File: config.mk
export PLATFORM = sky130hd
export DESIGN_NAME = voxel_frame_buffer_engine
export DESIGN_NICKNAME = d
export VERILOG_FILES = /design/src/vfb_pkg.sv /design/src/voxel_frame_buffer_engine.sv /design/src/vfb_byte_unit.sv /design/src/vfb_frame_ram.sv /design/src/vfb_scratch_ram.sv
export VERILOG_INCLUDE_DIRS = /design/src /design/src/src
export SDC_FILE = /design/constraint.sdc
export NUM_CORES = 2
export LEC_CHECK = 0
export BUFFER_PORTS_ARGS = -buffer_cell sky130_fd_sc_hd__buf_2
export CAP_MARGIN = 0
export CORE_MARGIN = 2
export CORE_UTILIZATION = 60
export DETAILED_ROUTE_END_ITERATION = 8
export MAX_ROUTING_LAYER = met4
export PLACE_DENSITY = 0.75
export SETUP_SLACK_MARGIN = 0.1
export SLEW_MARGIN = 0
export SYNTH_ARGS = -nofsm -noshare
export SYNTH_HDL_FRONTEND = slang
export SYNTH_SLANG_ARGS = --single-unit
File: constraint.sdc
create_clock -name clk -period 10 [get_ports clk]
set_input_delay 1 -clock clk [delete_from_list [all_inputs] [get_ports clk]]
set_output_delay 1 -clock clk [all_outputs]
set_load 0.01 [all_outputs]
File: src/assert_macros.svh
// Assertion macros shared by the voxel frame buffer RTL.
`ifndef ASSERT_MACROS_SVH
`define ASSERT_MACROS_SVH

// check that cons holds in the same cycle as ante
`define VFB_ASSERT_SAME(label, ante, cons) \
  label: assert property (@(posedge clk) disable iff (!rst_n) (ante) |-> (cons)) \
    else $error("voxel frame buffer assertion failed");

// check that cons holds in the cycle after ante
`define VFB_ASSERT_NEXT(label, ante, cons) \
  label: assert property (@(posedge clk) disable iff (!rst_n) (ante) |=> (cons)) \
    else $error("voxel frame buffer assertion failed");

`endif

File: src/vfb_pkg.sv
// Types and constants of the voxel frame buffer engine.
`default_nettype none

package vfb_pkg;

  localparam int EDGE      = 8;
  localparam int COORD_W   = 3;
  localparam int BUF_BYTES = EDGE * EDGE;
  localparam int IDX_W     = 6;
  localparam int ADDR_W    = IDX_W + 1;
  localparam int STORE_BYTES = 2 * BUF_BYTES;
  localparam int CNT_W     = IDX_W + 1;

  typedef logic [3:0] cmd_t;
  localparam cmd_t CMD_WRITE  = 4'd0;
  localparam cmd_t CMD_INVERT = 4'd1;
  localparam cmd_t CMD_READ   = 4'd2;
  localparam cmd_t CMD_PLANE  = 4'd3;
  localparam cmd_t CMD_SHIFT  = 4'd4;
  localparam cmd_t CMD_MIRROR = 4'd5;
  localparam cmd_t CMD_FILL   = 4'd6;
  localparam cmd_t CMD_SWAP   = 4'd7;
  localparam cmd_t CMD_SELECT = 4'd8;

  typedef logic [1:0] axis_t;
  localparam axis_t AXIS_X    = 2'd0;
  localparam axis_t AXIS_Y    = 2'd1;
  localparam axis_t AXIS_Z    = 2'd2;
  localparam axis_t AXIS_NONE = 2'd3;

  typedef enum logic [1:0] {
    ST_IDLE,
    ST_COPY,
    ST_MAP,
    ST_DONE
  } st_t;

  typedef enum logic [2:0] {
    BOP_PASS,
    BOP_OR,
    BOP_ANDN,
    BOP_XOR,
    BOP_LOAD,
    BOP_ROL,
    BOP_ROR,
    BOP_REV
  } bop_t;

  typedef struct packed {
    bop_t       op;
    logic [7:0] mask;
    logic [7:0] konst;
  } bu_ctl_t;

endpackage

`default_nettype wire

File: src/voxel_frame_buffer_engine.sv
// Top level of the double-buffered voxel frame buffer engine.
//
//   channel | direction | handshake           | payload
//   in      | input     | in_valid/in_ready   | cmd x y z axis plane_pos turn_on direction pattern
//   out     | output    | out_valid/out_ready | voxel_on
//
// Write, invert and read touch one row; swap, select, no-op and axis-three commands touch none.
// Plane, fill, X shift and X mirror sweep the whole buffer, one row byte per cycle through
// the single read and single write port of the frame memory.
// Y and Z shift and mirror make a copy into scratch, then a permuted write back.
// Reset clears per-row valid bits at once, so both buffers read as zero without a clearing pass.
// The result waits in an output register; a new command is taken as soon as the engine is idle.
`default_nettype none

module voxel_frame_buffer_engine
  import vfb_pkg::*;
(
  input  logic       clk,
  input  logic       rst_n,
  input  logic       in_valid,
  output logic       in_ready,
  input  logic [3:0] in_cmd,
  input  logic [2:0] in_x,
  input  logic [2:0] in_y,
  input  logic [2:0] in_z,
  input  logic [1:0] in_axis,
  input  logic [2:0] in_plane_pos,
  input  logic       in_turn_on,
  input  logic       in_direction,
  input  logic [7:0] in_pattern,
  output logic       out_valid,
  input  logic       out_ready,
  output logic       out_voxel_on
);

  `include "assert_macros.svh"

  st_t                state_r, state_nxt;
  logic [CNT_W-1:0]   cnt_r, cnt_nxt;
  logic               pend_r;
  logic [IDX_W-1:0]   wr_idx_r;
  cmd_t               cmd_r;
  logic [COORD_W-1:0] x_r, y_r, z_r, pos_r;
  axis_t              axis_r;
  logic               on_r, dir_r;
  logic [7:0]         pattern_r;
  logic               single_r, use_scratch_r;
  logic               half_r;
  logic               front_r, back_r;
  logic               res_r;
  logic               out_valid_r, out_voxel_on_r;

  logic               accept, issue, sweep_end, load_out;
  logic               main_we, scratch_we;
  logic [CNT_W-1:0]   limit;
  logic [IDX_W-1:0]   cur_idx, src_idx;
  logic [COORD_W-1:0] cz, cy, sz, sy;
  logic [7:0]         main_rdata, scratch_rdata, bu_din, bu_dout;
  bu_ctl_t            bu_ctl;

  assign accept    = in_valid && in_ready;
  assign limit     = single_r ? CNT_W'(1) : CNT_W'(BUF_BYTES);
  assign sweep_end = !issue && !pend_r;

  always_comb begin
    state_nxt = state_r;
    case (state_r)
      ST_IDLE: begin
        if (in_valid) begin
          case (in_cmd) inside
            CMD_WRITE, CMD_INVERT, CMD_READ, CMD_FILL: state_nxt = ST_MAP;
            CMD_PLANE: state_nxt = (in_axis == AXIS_NONE) ? ST_DONE : ST_MAP;
            CMD_SHIFT, CMD_MIRROR: begin
              if (in_axis == AXIS_NONE) state_nxt = ST_DONE;
              else if (in_axis == AXIS_X) state_nxt = ST_MAP;
              else state_nxt = ST_COPY;
            end
            default: state_nxt = ST_DONE;
          endcase
        end
      end
      ST_COPY: if (sweep_end) state_nxt = ST_MAP;
      ST_MAP:  if (sweep_end) state_nxt = ST_DONE;
      ST_DONE: if (!out_valid_r || out_ready) state_nxt = ST_IDLE;
      default: state_nxt = ST_IDLE;
    endcase
  end

  always_comb begin
    in_ready   = 1'b0;
    issue      = 1'b0;
    main_we    = 1'b0;
    scratch_we = 1'b0;
    load_out   = 1'b0;
    case (state_r)
      ST_IDLE: in_ready = rst_n;
      ST_COPY: begin
        issue      = cnt_r < limit;
        scratch_we = pend_r;
      end
      ST_MAP: begin
        issue   = cnt_r < limit;
        main_we = pend_r && (cmd_r != CMD_READ);
      end
      ST_DONE: load_out = !out_valid_r || out_ready;
      default: in_ready = 1'b0;
    endcase
  end

  always_comb begin
    cnt_nxt = cnt_r;
    if (accept) begin
      cnt_nxt = '0;
    end else if (state_r == ST_COPY && sweep_end) begin
      cnt_nxt = '0;
    end else if (issue) begin
      cnt_nxt = cnt_r + CNT_W'(1);
    end
  end

  assign cur_idx = single_r ? {z_r, y_r} : cnt_r[IDX_W-1:0];
  assign cz      = cur_idx[IDX_W-1:COORD_W];
  assign cy      = cur_idx[COORD_W-1:0];

  always_comb begin
    sz = cz;
    sy = cy;
    if (cmd_r == CMD_SHIFT) begin
      if (axis_r == AXIS_Y) sy = dir_r ? cy + 3'd7 : cy + 3'd1;
      if (axis_r == AXIS_Z) sz = dir_r ? cz + 3'd7 : cz + 3'd1;
    end else begin
      if (axis_r == AXIS_Y) sy = ~cy;
      if (axis_r == AXIS_Z) sz = ~cz;
    end
  end

  assign src_idx = {sz, sy};

  always_comb begin
    bu_ctl.op    = BOP_PASS;
    bu_ctl.mask  = 8'b1 << ((cmd_r == CMD_PLANE) ? pos_r : x_r);
    bu_ctl.konst = (cmd_r == CMD_FILL) ? pattern_r : {8{on_r}};
    case (cmd_r)
      CMD_WRITE:  bu_ctl.op = on_r ? BOP_OR : BOP_ANDN;
      CMD_INVERT: bu_ctl.op = BOP_XOR;
      CMD_PLANE: begin
        if (axis_r == AXIS_X) begin
          bu_ctl.op = on_r ? BOP_OR : BOP_ANDN;
        end else if (axis_r == AXIS_Y) begin
          bu_ctl.op = (wr_idx_r[COORD_W-1:0] == pos_r) ? BOP_LOAD : BOP_PASS;
        end else if (axis_r == AXIS_Z) begin
          bu_ctl.op = (wr_idx_r[IDX_W-1:COORD_W] == pos_r) ? BOP_LOAD : BOP_PASS;
        end
      end
      CMD_SHIFT:  if (axis_r == AXIS_X) bu_ctl.op = dir_r ? BOP_ROL : BOP_ROR;
      CMD_MIRROR: if (axis_r == AXIS_X) bu_ctl.op = BOP_REV;
      CMD_FILL:   bu_ctl.op = BOP_LOAD;
      default:    bu_ctl.op = BOP_PASS;
    endcase
  end

  assign bu_din = use_scratch_r ? scratch_rdata : main_rdata;

  vfb_byte_unit u_byte_unit (
    .ctl  (bu_ctl),
    .din  (bu_din),
    .dout (bu_dout)
  );

  vfb_frame_ram u_frame_ram (
    .clk   (clk),
    .rst_n (rst_n),
    .we    (main_we),
    .waddr ({half_r, wr_idx_r}),
    .wdata (bu_dout),
    .raddr ({half_r, cur_idx}),
    .rdata (main_rdata)
  );

  vfb_scratch_ram u_scratch_ram (
    .clk   (clk),
    .we    (scratch_we),
    .waddr (wr_idx_r),
    .wdata (main_rdata),
    .raddr (src_idx),
    .rdata (scratch_rdata)
  );

  always_ff @(posedge clk) begin
    if (!rst_n) begin
      state_r     <= ST_IDLE;
      cnt_r       <= '0;
      pend_r      <= 1'b0;
      front_r     <= 1'b0;
      back_r      <= 1'b0;
      out_valid_r <= 1'b0;
    end else begin
      state_r <= state_nxt;
      cnt_r   <= cnt_nxt;
      pend_r  <= issue;
      if (accept && in_cmd == CMD_SWAP) front_r <= ~front_r;
      if (accept && in_cmd == CMD_SELECT) back_r <= in_turn_on;
      if (load_out) begin
        out_valid_r <= 1'b1;
      end else if (out_ready) begin
        out_valid_r <= 1'b0;
      end
    end
  end

  always_ff @(posedge clk) begin
    wr_idx_r <= cur_idx;
    if (accept) begin
      cmd_r         <= in_cmd;
      x_r           <= in_x;
      y_r           <= in_y;
      z_r           <= in_z;
      axis_r        <= in_axis;
      pos_r         <= in_plane_pos;
      on_r          <= in_turn_on;
      dir_r         <= in_direction;
      pattern_r     <= in_pattern;
      half_r        <= front_r ^ back_r;
      single_r      <= (in_cmd == CMD_WRITE) || (in_cmd == CMD_INVERT) ||
                       (in_cmd == CMD_READ);
      use_scratch_r <= ((in_cmd == CMD_SHIFT) || (in_cmd == CMD_MIRROR)) &&
                       ((in_axis == AXIS_Y) || (in_axis == AXIS_Z));
      res_r         <= 1'b0;
    end else if (state_r == ST_MAP && pend_r && cmd_r == CMD_READ) begin
      res_r <= main_rdata[x_r];
    end
    if (load_out) begin
      out_voxel_on_r <= res_r;
    end
  end

  assign out_valid    = out_valid_r;
  assign out_voxel_on = out_voxel_on_r;

  `VFB_ASSERT_SAME(a_cnt_bound, 1'b1, cnt_r <= CNT_W'(BUF_BYTES))
  `VFB_ASSERT_SAME(a_map_drained, state_r == ST_MAP && state_nxt == ST_DONE, !pend_r)
  `VFB_ASSERT_SAME(a_copy_no_frame_write, state_r == ST_COPY, !main_we)
  `VFB_ASSERT_NEXT(a_swap_flips, accept && in_cmd == CMD_SWAP, front_r != $past(front_r))

endmodule

`default_nettype wire

File: src/vfb_byte_unit.sv
// Shared row byte unit: bit set/clear/toggle, load, rotate and reverse.
`default_nettype none

module vfb_byte_unit
  import vfb_pkg::*;
(
  input  bu_ctl_t    ctl,
  input  logic [7:0] din,
  output logic [7:0] dout
);

  logic [7:0] rev;

  always_comb begin
    for (int i = 0; i < 8; i++) begin
      rev[i] = din[7 - i];
    end
  end

  always_comb begin
    case (ctl.op)
      BOP_PASS: dout = din;
      BOP_OR:   dout = din | ctl.mask;
      BOP_ANDN: dout = din & ~ctl.mask;
      BOP_XOR:  dout = din ^ ctl.mask;
      BOP_LOAD: dout = ctl.konst;
      BOP_ROL:  dout = {din[6:0], din[7]};
      BOP_ROR:  dout = {din[0], din[7:1]};
      BOP_REV:  dout = rev;
      default:  dout = din;
    endcase
  end

endmodule

`default_nettype wire

File: src/vfb_frame_ram.sv
// Frame store of both buffers with per-row valid bits that read as zero after reset.
`default_nettype none

module vfb_frame_ram
  import vfb_pkg::*;
(
  input  logic              clk,
  input  logic              rst_n,
  input  logic              we,
  input  logic [ADDR_W-1:0] waddr,
  input  logic [7:0]        wdata,
  input  logic [ADDR_W-1:0] raddr,
  output logic [7:0]        rdata
);

  logic [7:0]             mem_r [STORE_BYTES];
  logic [STORE_BYTES-1:0] valid_r;
  logic [7:0]             rdata_r;

  always_ff @(posedge clk) begin
    if (!rst_n) begin
      valid_r <= '0;
    end else if (we) begin
      valid_r[waddr] <= 1'b1;
    end
  end

  always_ff @(posedge clk) begin
    if (we) begin
      mem_r[waddr] <= wdata;
    end
  end

  always_ff @(posedge clk) begin
    rdata_r <= valid_r[raddr] ? mem_r[raddr] : 8'h00;
  end

  assign rdata = rdata_r;

endmodule

`default_nettype wire

File: src/vfb_scratch_ram.sv
// Scratch copy of one buffer for row and plane permutations.
`default_nettype none

module vfb_scratch_ram
  import vfb_pkg::*;
(
  input  logic             clk,
  input  logic             we,
  input  logic [IDX_W-1:0] waddr,
  input  logic [7:0]       wdata,
  input  logic [IDX_W-1:0] raddr,
  output logic [7:0]       rdata
);

  logic [7:0] mem_r [BUF_BYTES];
  logic [7:0] rdata_r;

  always_ff @(posedge clk) begin
    if (we) begin
      mem_r[waddr] <= wdata;
    end
  end

  always_ff @(posedge clk) begin
    rdata_r <= mem_r[raddr];
  end

  assign rdata = rdata_r;

endmodule

`default_nettype wire

Word-level counts from Yosys, hierarchy flattened:

Memory sizes are Yosys's and may differ from the RTL's. A register that Yosys moved wholly into a read port is not among the register bits.
Cells that the tools add are included.

* register bits after elaboration: 180
* RAM bits: 1536
* input bits: 32
* logic and storage cells: 164
* memories: 2

* add/subtract/negate cells: 5
* order comparisons: 5
* equal/unequal tests: 36
* shifts and indexed selects: 1
* muxes and demuxes: 52
* bitwise gates (word level): 10
* reduce and logical (&&, ||, !) cells: 31

Memory list
* u_frame_ram.mem_r: words 128, bits a word 8, rd ports 1, clocked after memory_dff 1, write ports 1, line vfb_frame_ram.sv:16 `logic [7:0] mem_r [STORE_BYTES];`
* u_scratch_ram.mem_r: words 64, bits a word 8, rd ports 1, clocked after memory_dff 1, write ports 1, line vfb_scratch_ram.sv:15 `logic [7:0] mem_r [BUF_BYTES];`

Operators by type and width (number)
* 128-bit bitwise OR: 1
* 8-bit case mux with 8 select lines: 1
* 3-bit 2-to-1 mux: 16
* 4-bit by 3-bit == test with 1-bit output (second input constant): 7
* 2-bit 2-to-1 mux: 11
* 3-bit case mux with 6 select lines: 1
* 4-bit by 2-bit == test with 1-bit output (second input constant): 4
* 7-bit by 8-bit less-than comparator with 1-bit output (second input constant): 2
* 8-bit 2-to-1 mux: 2
* 1-bit 2-to-1 mux: 15
* 3-bit == test (second input constant): 4
* 2-bit == test (second input constant): 5
* 1-bit logical AND: 10
* 8-bit bitwise AND: 1
* 4-bit by 1-bit == test with 1-bit output (second input constant): 2
* 4-bit logical NOT: 2
* 2-bit != test (second input constant): 4
* 8-bit inverter: 1
* 8-bit bitwise OR: 1
* 2-bit case mux with 4 select lines: 1
* 1-bit by 3-bit << shifter with 8-bit output (first input constant): 1
* 8-bit bitwise XOR: 1
* 7-bit by 1-bit adder with 7-bit output (second input constant): 1
* 1-bit binary-select mux with 7-bit select: 1
* other kinds (27): 45

Depth between registers and ports, before layout:

* word-level depth: 8
* gate-level depth with buffers: 20
* gate-level depth less buffers: 12

By module:

From an unflattened synthesis, not the netlist that was laid out.

* cell total of the unflattened synthesis: 3415
* area, all modules: 68265.5 µm²

Modules (own cells, without submodules)
* vfb_frame_ram: instances 1, cells each 2145, area an instance 44536.5 µm², sequential area each 33472.1 µm²
* vfb_scratch_ram: instances 1, cells each 940, area an instance 20166.8 µm², sequential area each 15534.9 µm²
* voxel_frame_buffer_engine: instances 1, cells each 246, area an instance 2763.9 µm², sequential area each 1361.3 µm²
* vfb_byte_unit: instances 1, cells each 84, area an instance 798.3 µm², sequential area each 0.0 µm²

Least setup slack after synthesis:

Ideal clock, no wire load.

* path type: reg-to-reg
* from: register cmd_r[1]
* to: memory u_frame_ram.mem_r[0][7] (data pin)
* setup time: 0.891 ns
* arrival: 5.986 ns
* setup slack: 3.124 ns
* cell stages (with the launch flop): 14
* buffers on the path: 1
* period minus slack after synthesis: 6.876 ns
* cell sequence: edfxtp_1 clkbuf_1 nand2_1 nor3_1 mux2i_1 or3_1 ha_1 nand2_1 o21ai_0 o22ai_1 a21oi_1 a21oi_1 nor2_1 a21oi_1

* longest elaborated chain between the ends: 6

Ends and longest elaborated chain
* from (decl): line voxel_frame_buffer_engine.sv:42 `cmd_t cmd_r;`
* from (signal assigned): line voxel_frame_buffer_engine.sv:214 `cmd_r <= in_cmd;`
* branches (longest 5 deep; another with 3-bit case mux with 6 select lines)
* 8-bit case mux with 8 select lines *: line vfb_byte_unit.sv:21 `case (ctl.op)`
* via bu_dout[7]: line voxel_frame_buffer_engine.sv:58 `logic [7:0] main_rdata, scratch_rdata, bu_din, bu_dout;`
* to (decl): line vfb_frame_ram.sv:16

Mark *: on every way through the listed nets, which the timed path passes.

Worst setup path after layout:

* from: register single_r
* to: register u_scratch_ram.rdata_r[2], in the netlist u_scratch_ram.rdata[2] (read register of u_scratch_ram.mem_r)

* longest elaborated chain between the ends: 5

Ends and longest elaborated chain
* from (decl): line voxel_frame_buffer_engine.sv:47 `logic single_r, use_scratch_r;`
* from (signal assigned): line voxel_frame_buffer_engine.sv:224 `single_r <= (in_cmd == CMD_WRITE) || (in_cmd == CMD_INVERT) ||`
* 6-bit 2-to-1 mux *: line voxel_frame_buffer_engine.sv:121 `assign cur_idx = single_r ? {z_r, y_r} : cnt_r[IDX_W-1:0];`
* 3-bit by 1-bit adder with 3-bit output (tied with other cells): line voxel_frame_buffer_engine.sv:129 `if (axis_r == AXIS_Y) sy = dir_r ? cy + 3'd7 : cy + 3'd1;`
* 3-bit 2-to-1 mux (on tied branches) (2 in series): line voxel_frame_buffer_engine.sv:129, voxel_frame_buffer_engine.sv:130
* 3-bit 2-to-1 mux: line voxel_frame_buffer_engine.sv:128 `if (cmd_r == CMD_SHIFT) begin`
* to (decl): line vfb_scratch_ram.sv:16 `logic [7:0] rdata_r;`

Mark *: on every way between the ends. The rest lies on a longest branch, timed or not.
A chain may end at the register's enable or synchronous reset.

==> qor.yml <==
status: "finished, final reports clean"
slew_viol_final: 0
hold_ws_ns: 0.388
dp_slack_ns: 4.11
post_drt_wl_per_cell_um: 27.9
min_path_type: "in2reg"
reg2reg_from: "single_r"
path_buf_inv: 3
ir_drop_v: 0.000253
arrival_ns: 6.57
synth.top_cell.area_share: 0.677
setup_slack_ns: 4.09
met3_length_um: 19200
seq_area_frac_synth: 0.724
p_leak_uw: 0.0254
gr-usage-all-layers: 0.311
synth-edff-count: 1568
cp.required_ns: 10.65
intPower_uw: 13100
boundaryPins: 35
tightest_slew_ns: 1.36
postRouteAntennaNets: 0
hold_start: "in_y[1]"
start_util: 0.606
clock-root-buffer: "clkbuf_16"
maxCapViolations: 0
fmax_mhz: 169
place.gp.congestion: 0.892
grt_start_max_net_pins: 119
async_flop_share: 0
ys_warn_count: 0
synth.area.top_cells: "edfxtp_1, mux4_2, nand2_1"
cts_setup_buffers: 0
syn_to_final_growth_pct: 9.88
cp_cell_sequence: "mux2i_4, buf_4, inv_8, fa_1, nor3b_1, a22o_2, nor2_4, buf_12, mux4_2, mux4_2, mux2i_1, o211ai_1"
cts.repair.resized: 0
core.rowCount: 124
ys_ff_latch: 1732
synth_area_per_cell_sq_um: 14.8
cp-start-kind: "flop"
p_switching_uw: 5270
core_sq_um: 115000
top_layer: "met4"
synthTopCellsByCount: "edfxtp_1, nand2_1, nor2_1, nand3_1, mux4_2"
fin_skew_ns: 0.0473
vias: 42100
finalWirelength_um: 177000
rsz0062_at_grt: "no"
synth-main-ff-cell: "edfxtp_1"
htreeDepth: 4
drive_gt1_frac: 0.121
synth_top_area_cell: "edfxtp_1"
drt_iter0_drc: 6322
grt_pass1_wl_um: 264000
grt.overflow.total: 0
max_stage_delay_ns: 0.79
grt_pass1_vias: 40500
setup_viol: 0
ys_types: 83
p_comb_frac: 0.188
path_common_cell: "mux4_2"
cp_max_fo: 111
final_net_count: 4751
period_share: 0.591
dp_hpwl_um: 102000
startpoint: "single_r"
critPathKind: "reg2reg"
die_w_um: 344
path_clk_slew_ns: 0.06
clockBufferDepth: 3
worstSetupEndpointType: "flop"
drc: 0
cts_tree: "built"
period_needed_ns: 5.91
port_buffers: 34
slowest_stage: "edfxtp_1"
crit_family: "multiplexers"
power.share.sequential: 0.473
final_util: 0.666
drt-met1-wl_um: 68000
synth_most_common_cell: "edfxtp_1"
hold_violations: 0
setup-tns-final_ns: 0
cellPowerDensity_nw_per_um2: 241
syn-instance-count: 4705
max_slew_margin: 0.0805
die_h_um: 344
drt-vias-per-instance: 6.62
antenna_found_initial: 6
dr.pass1.iters: 6
clock-sinks: 1732
cts_hold_buf: 0
cts_made_buffers: 167
clock_latency_ns: 0.80
syn_nets: 4764
synth_area_sq_um: 69500
met2WireLength_um: 83700
die-area_sq_um: 119000
p_clk_frac: 0.339
swShare: 0.286
[power by group through the flow]
stage | combinational, uW | clock (uW) | sequential (uW)
finish | 3450 | 6230 | 8700
floorplan | 2170 | 0 | 8910
global placement | 3330 | 0 | 8850
detailed placement | 3400 | 0 | 8850
global route | 3670 | 6530 | 8700
CTS | 3420 | 6250 | 8690
[kinds of logic after synthesis]
group | after synthesis | share of synthesized area
multiplexers | 339 | 0.0801
XOR/XNOR | 23 | 0.00322
buffers and inverters | 323 | 0.0222
AO/OA/AOI/OAI | 612 | 0.0639
AND/OR/NAND/NOR | 1649 | 0.101
adder cells (fa/ha/maj) | 27 | 0.00507
flip-flops | 1732 | 0.724
[cell type report]
class                   instances  area (sq um)
fillers                      7518         38300
diodes                          7          17.5
inverters                      28           121
clock buffers                 246          4680
multi-input cells            2650         17800
repair buffers                113           803
flip-flops and latches       1732         50400
well taps                    1512          1890
clock inverters                69           749
[metal layers]
| metal | track usage | vias up |
|---|---|---|
| li1 | - | 17900 |
| met2 | 0.468 | 2676 |
| met5 | - | - |
| met4 | 0.111 | 0 |
| met1 | 0.430 | 21100 |
| met3 | 0.0604 | 435 |
[stage by stage]
step | instances | area, sq um | power, uW
2_1_floorplan | 4705 | 69500 | 11100
3_3_place_gp | 6035 | 71000 | 12200
3_5_place_dp | 6035 | 71000 | 12200
4_1_cts | 6350 | 76400 | 18400
5_1_grt | 6356 | 76400 | 18900
6_report | 6357 | 76400 | 18400
[flip-flops by register name, indices dropped and copies added, names as in the netlist, 2 cells and up]
register,cells
u_frame_ram.mem_r,1024
u_scratch_ram.mem_r,512
u_frame_ram.valid_r,128
pattern_r,8
u_frame_ram.rdata,8
u_scratch_ram.rdata,8
cnt_r,7
wr_idx_r,6
cmd_r,4
pos_r,3
x_r,3
y_r,3
z_r,3
axis_r,2
state_r,2
[placed cells by master (no fill, tap or decap), types with 10 or more instances in the layout]
master / netlist / routed
a22oi_1: 25 / 25
clkinv_2: 0 / 28
o21ai_0: 56 / 56
and3_1: 110 / 110
dfxtp_1: 164 / 156
nor2_1: 254 / 253
o22ai_1: 12 / 12
o211ai_1: 11 / 11
o311ai_0: 15 / 14
clkinv_1: 2 / 15
buf_2: 97 / 33
clkbuf_8: 0 / 18
edfxtp_1: 1568 / 1568
clkbuf_16: 0 / 168
a31oi_1: 39 / 38
nor3_1: 21 / 21
ha_1: 25 / 25
clkbuf_1: 149 / 60
a2111oi_0: 19 / 19
o21a_1: 130 / 130
mux2i_1: 159 / 155
mux4_2: 172 / 172
buf_4: 27 / 77
nand3_1: 234 / 234
nand4_1: 13 / 13
nand2_1: 957 / 957
a21oi_1: 92 / 91
a311oi_1: 126 / 126
inv_1: 23 / 21
bufinv_16: 0 / 10
[path summary, 6_finish.rpt]
path | depth (start not counted) | to | slack, ns
worst max-delay path | 12 | u_scratch_ram.rdata[2] | 4.09
worst min-delay path | 1 | y_r[1] | 0.39
worst max register to register | 12 | u_scratch_ram.rdata[2] | 4.09
worst min register to register | 1 | u_frame_ram.valid_r[114] | 0.46
Power figures use the tool's default switching activity.
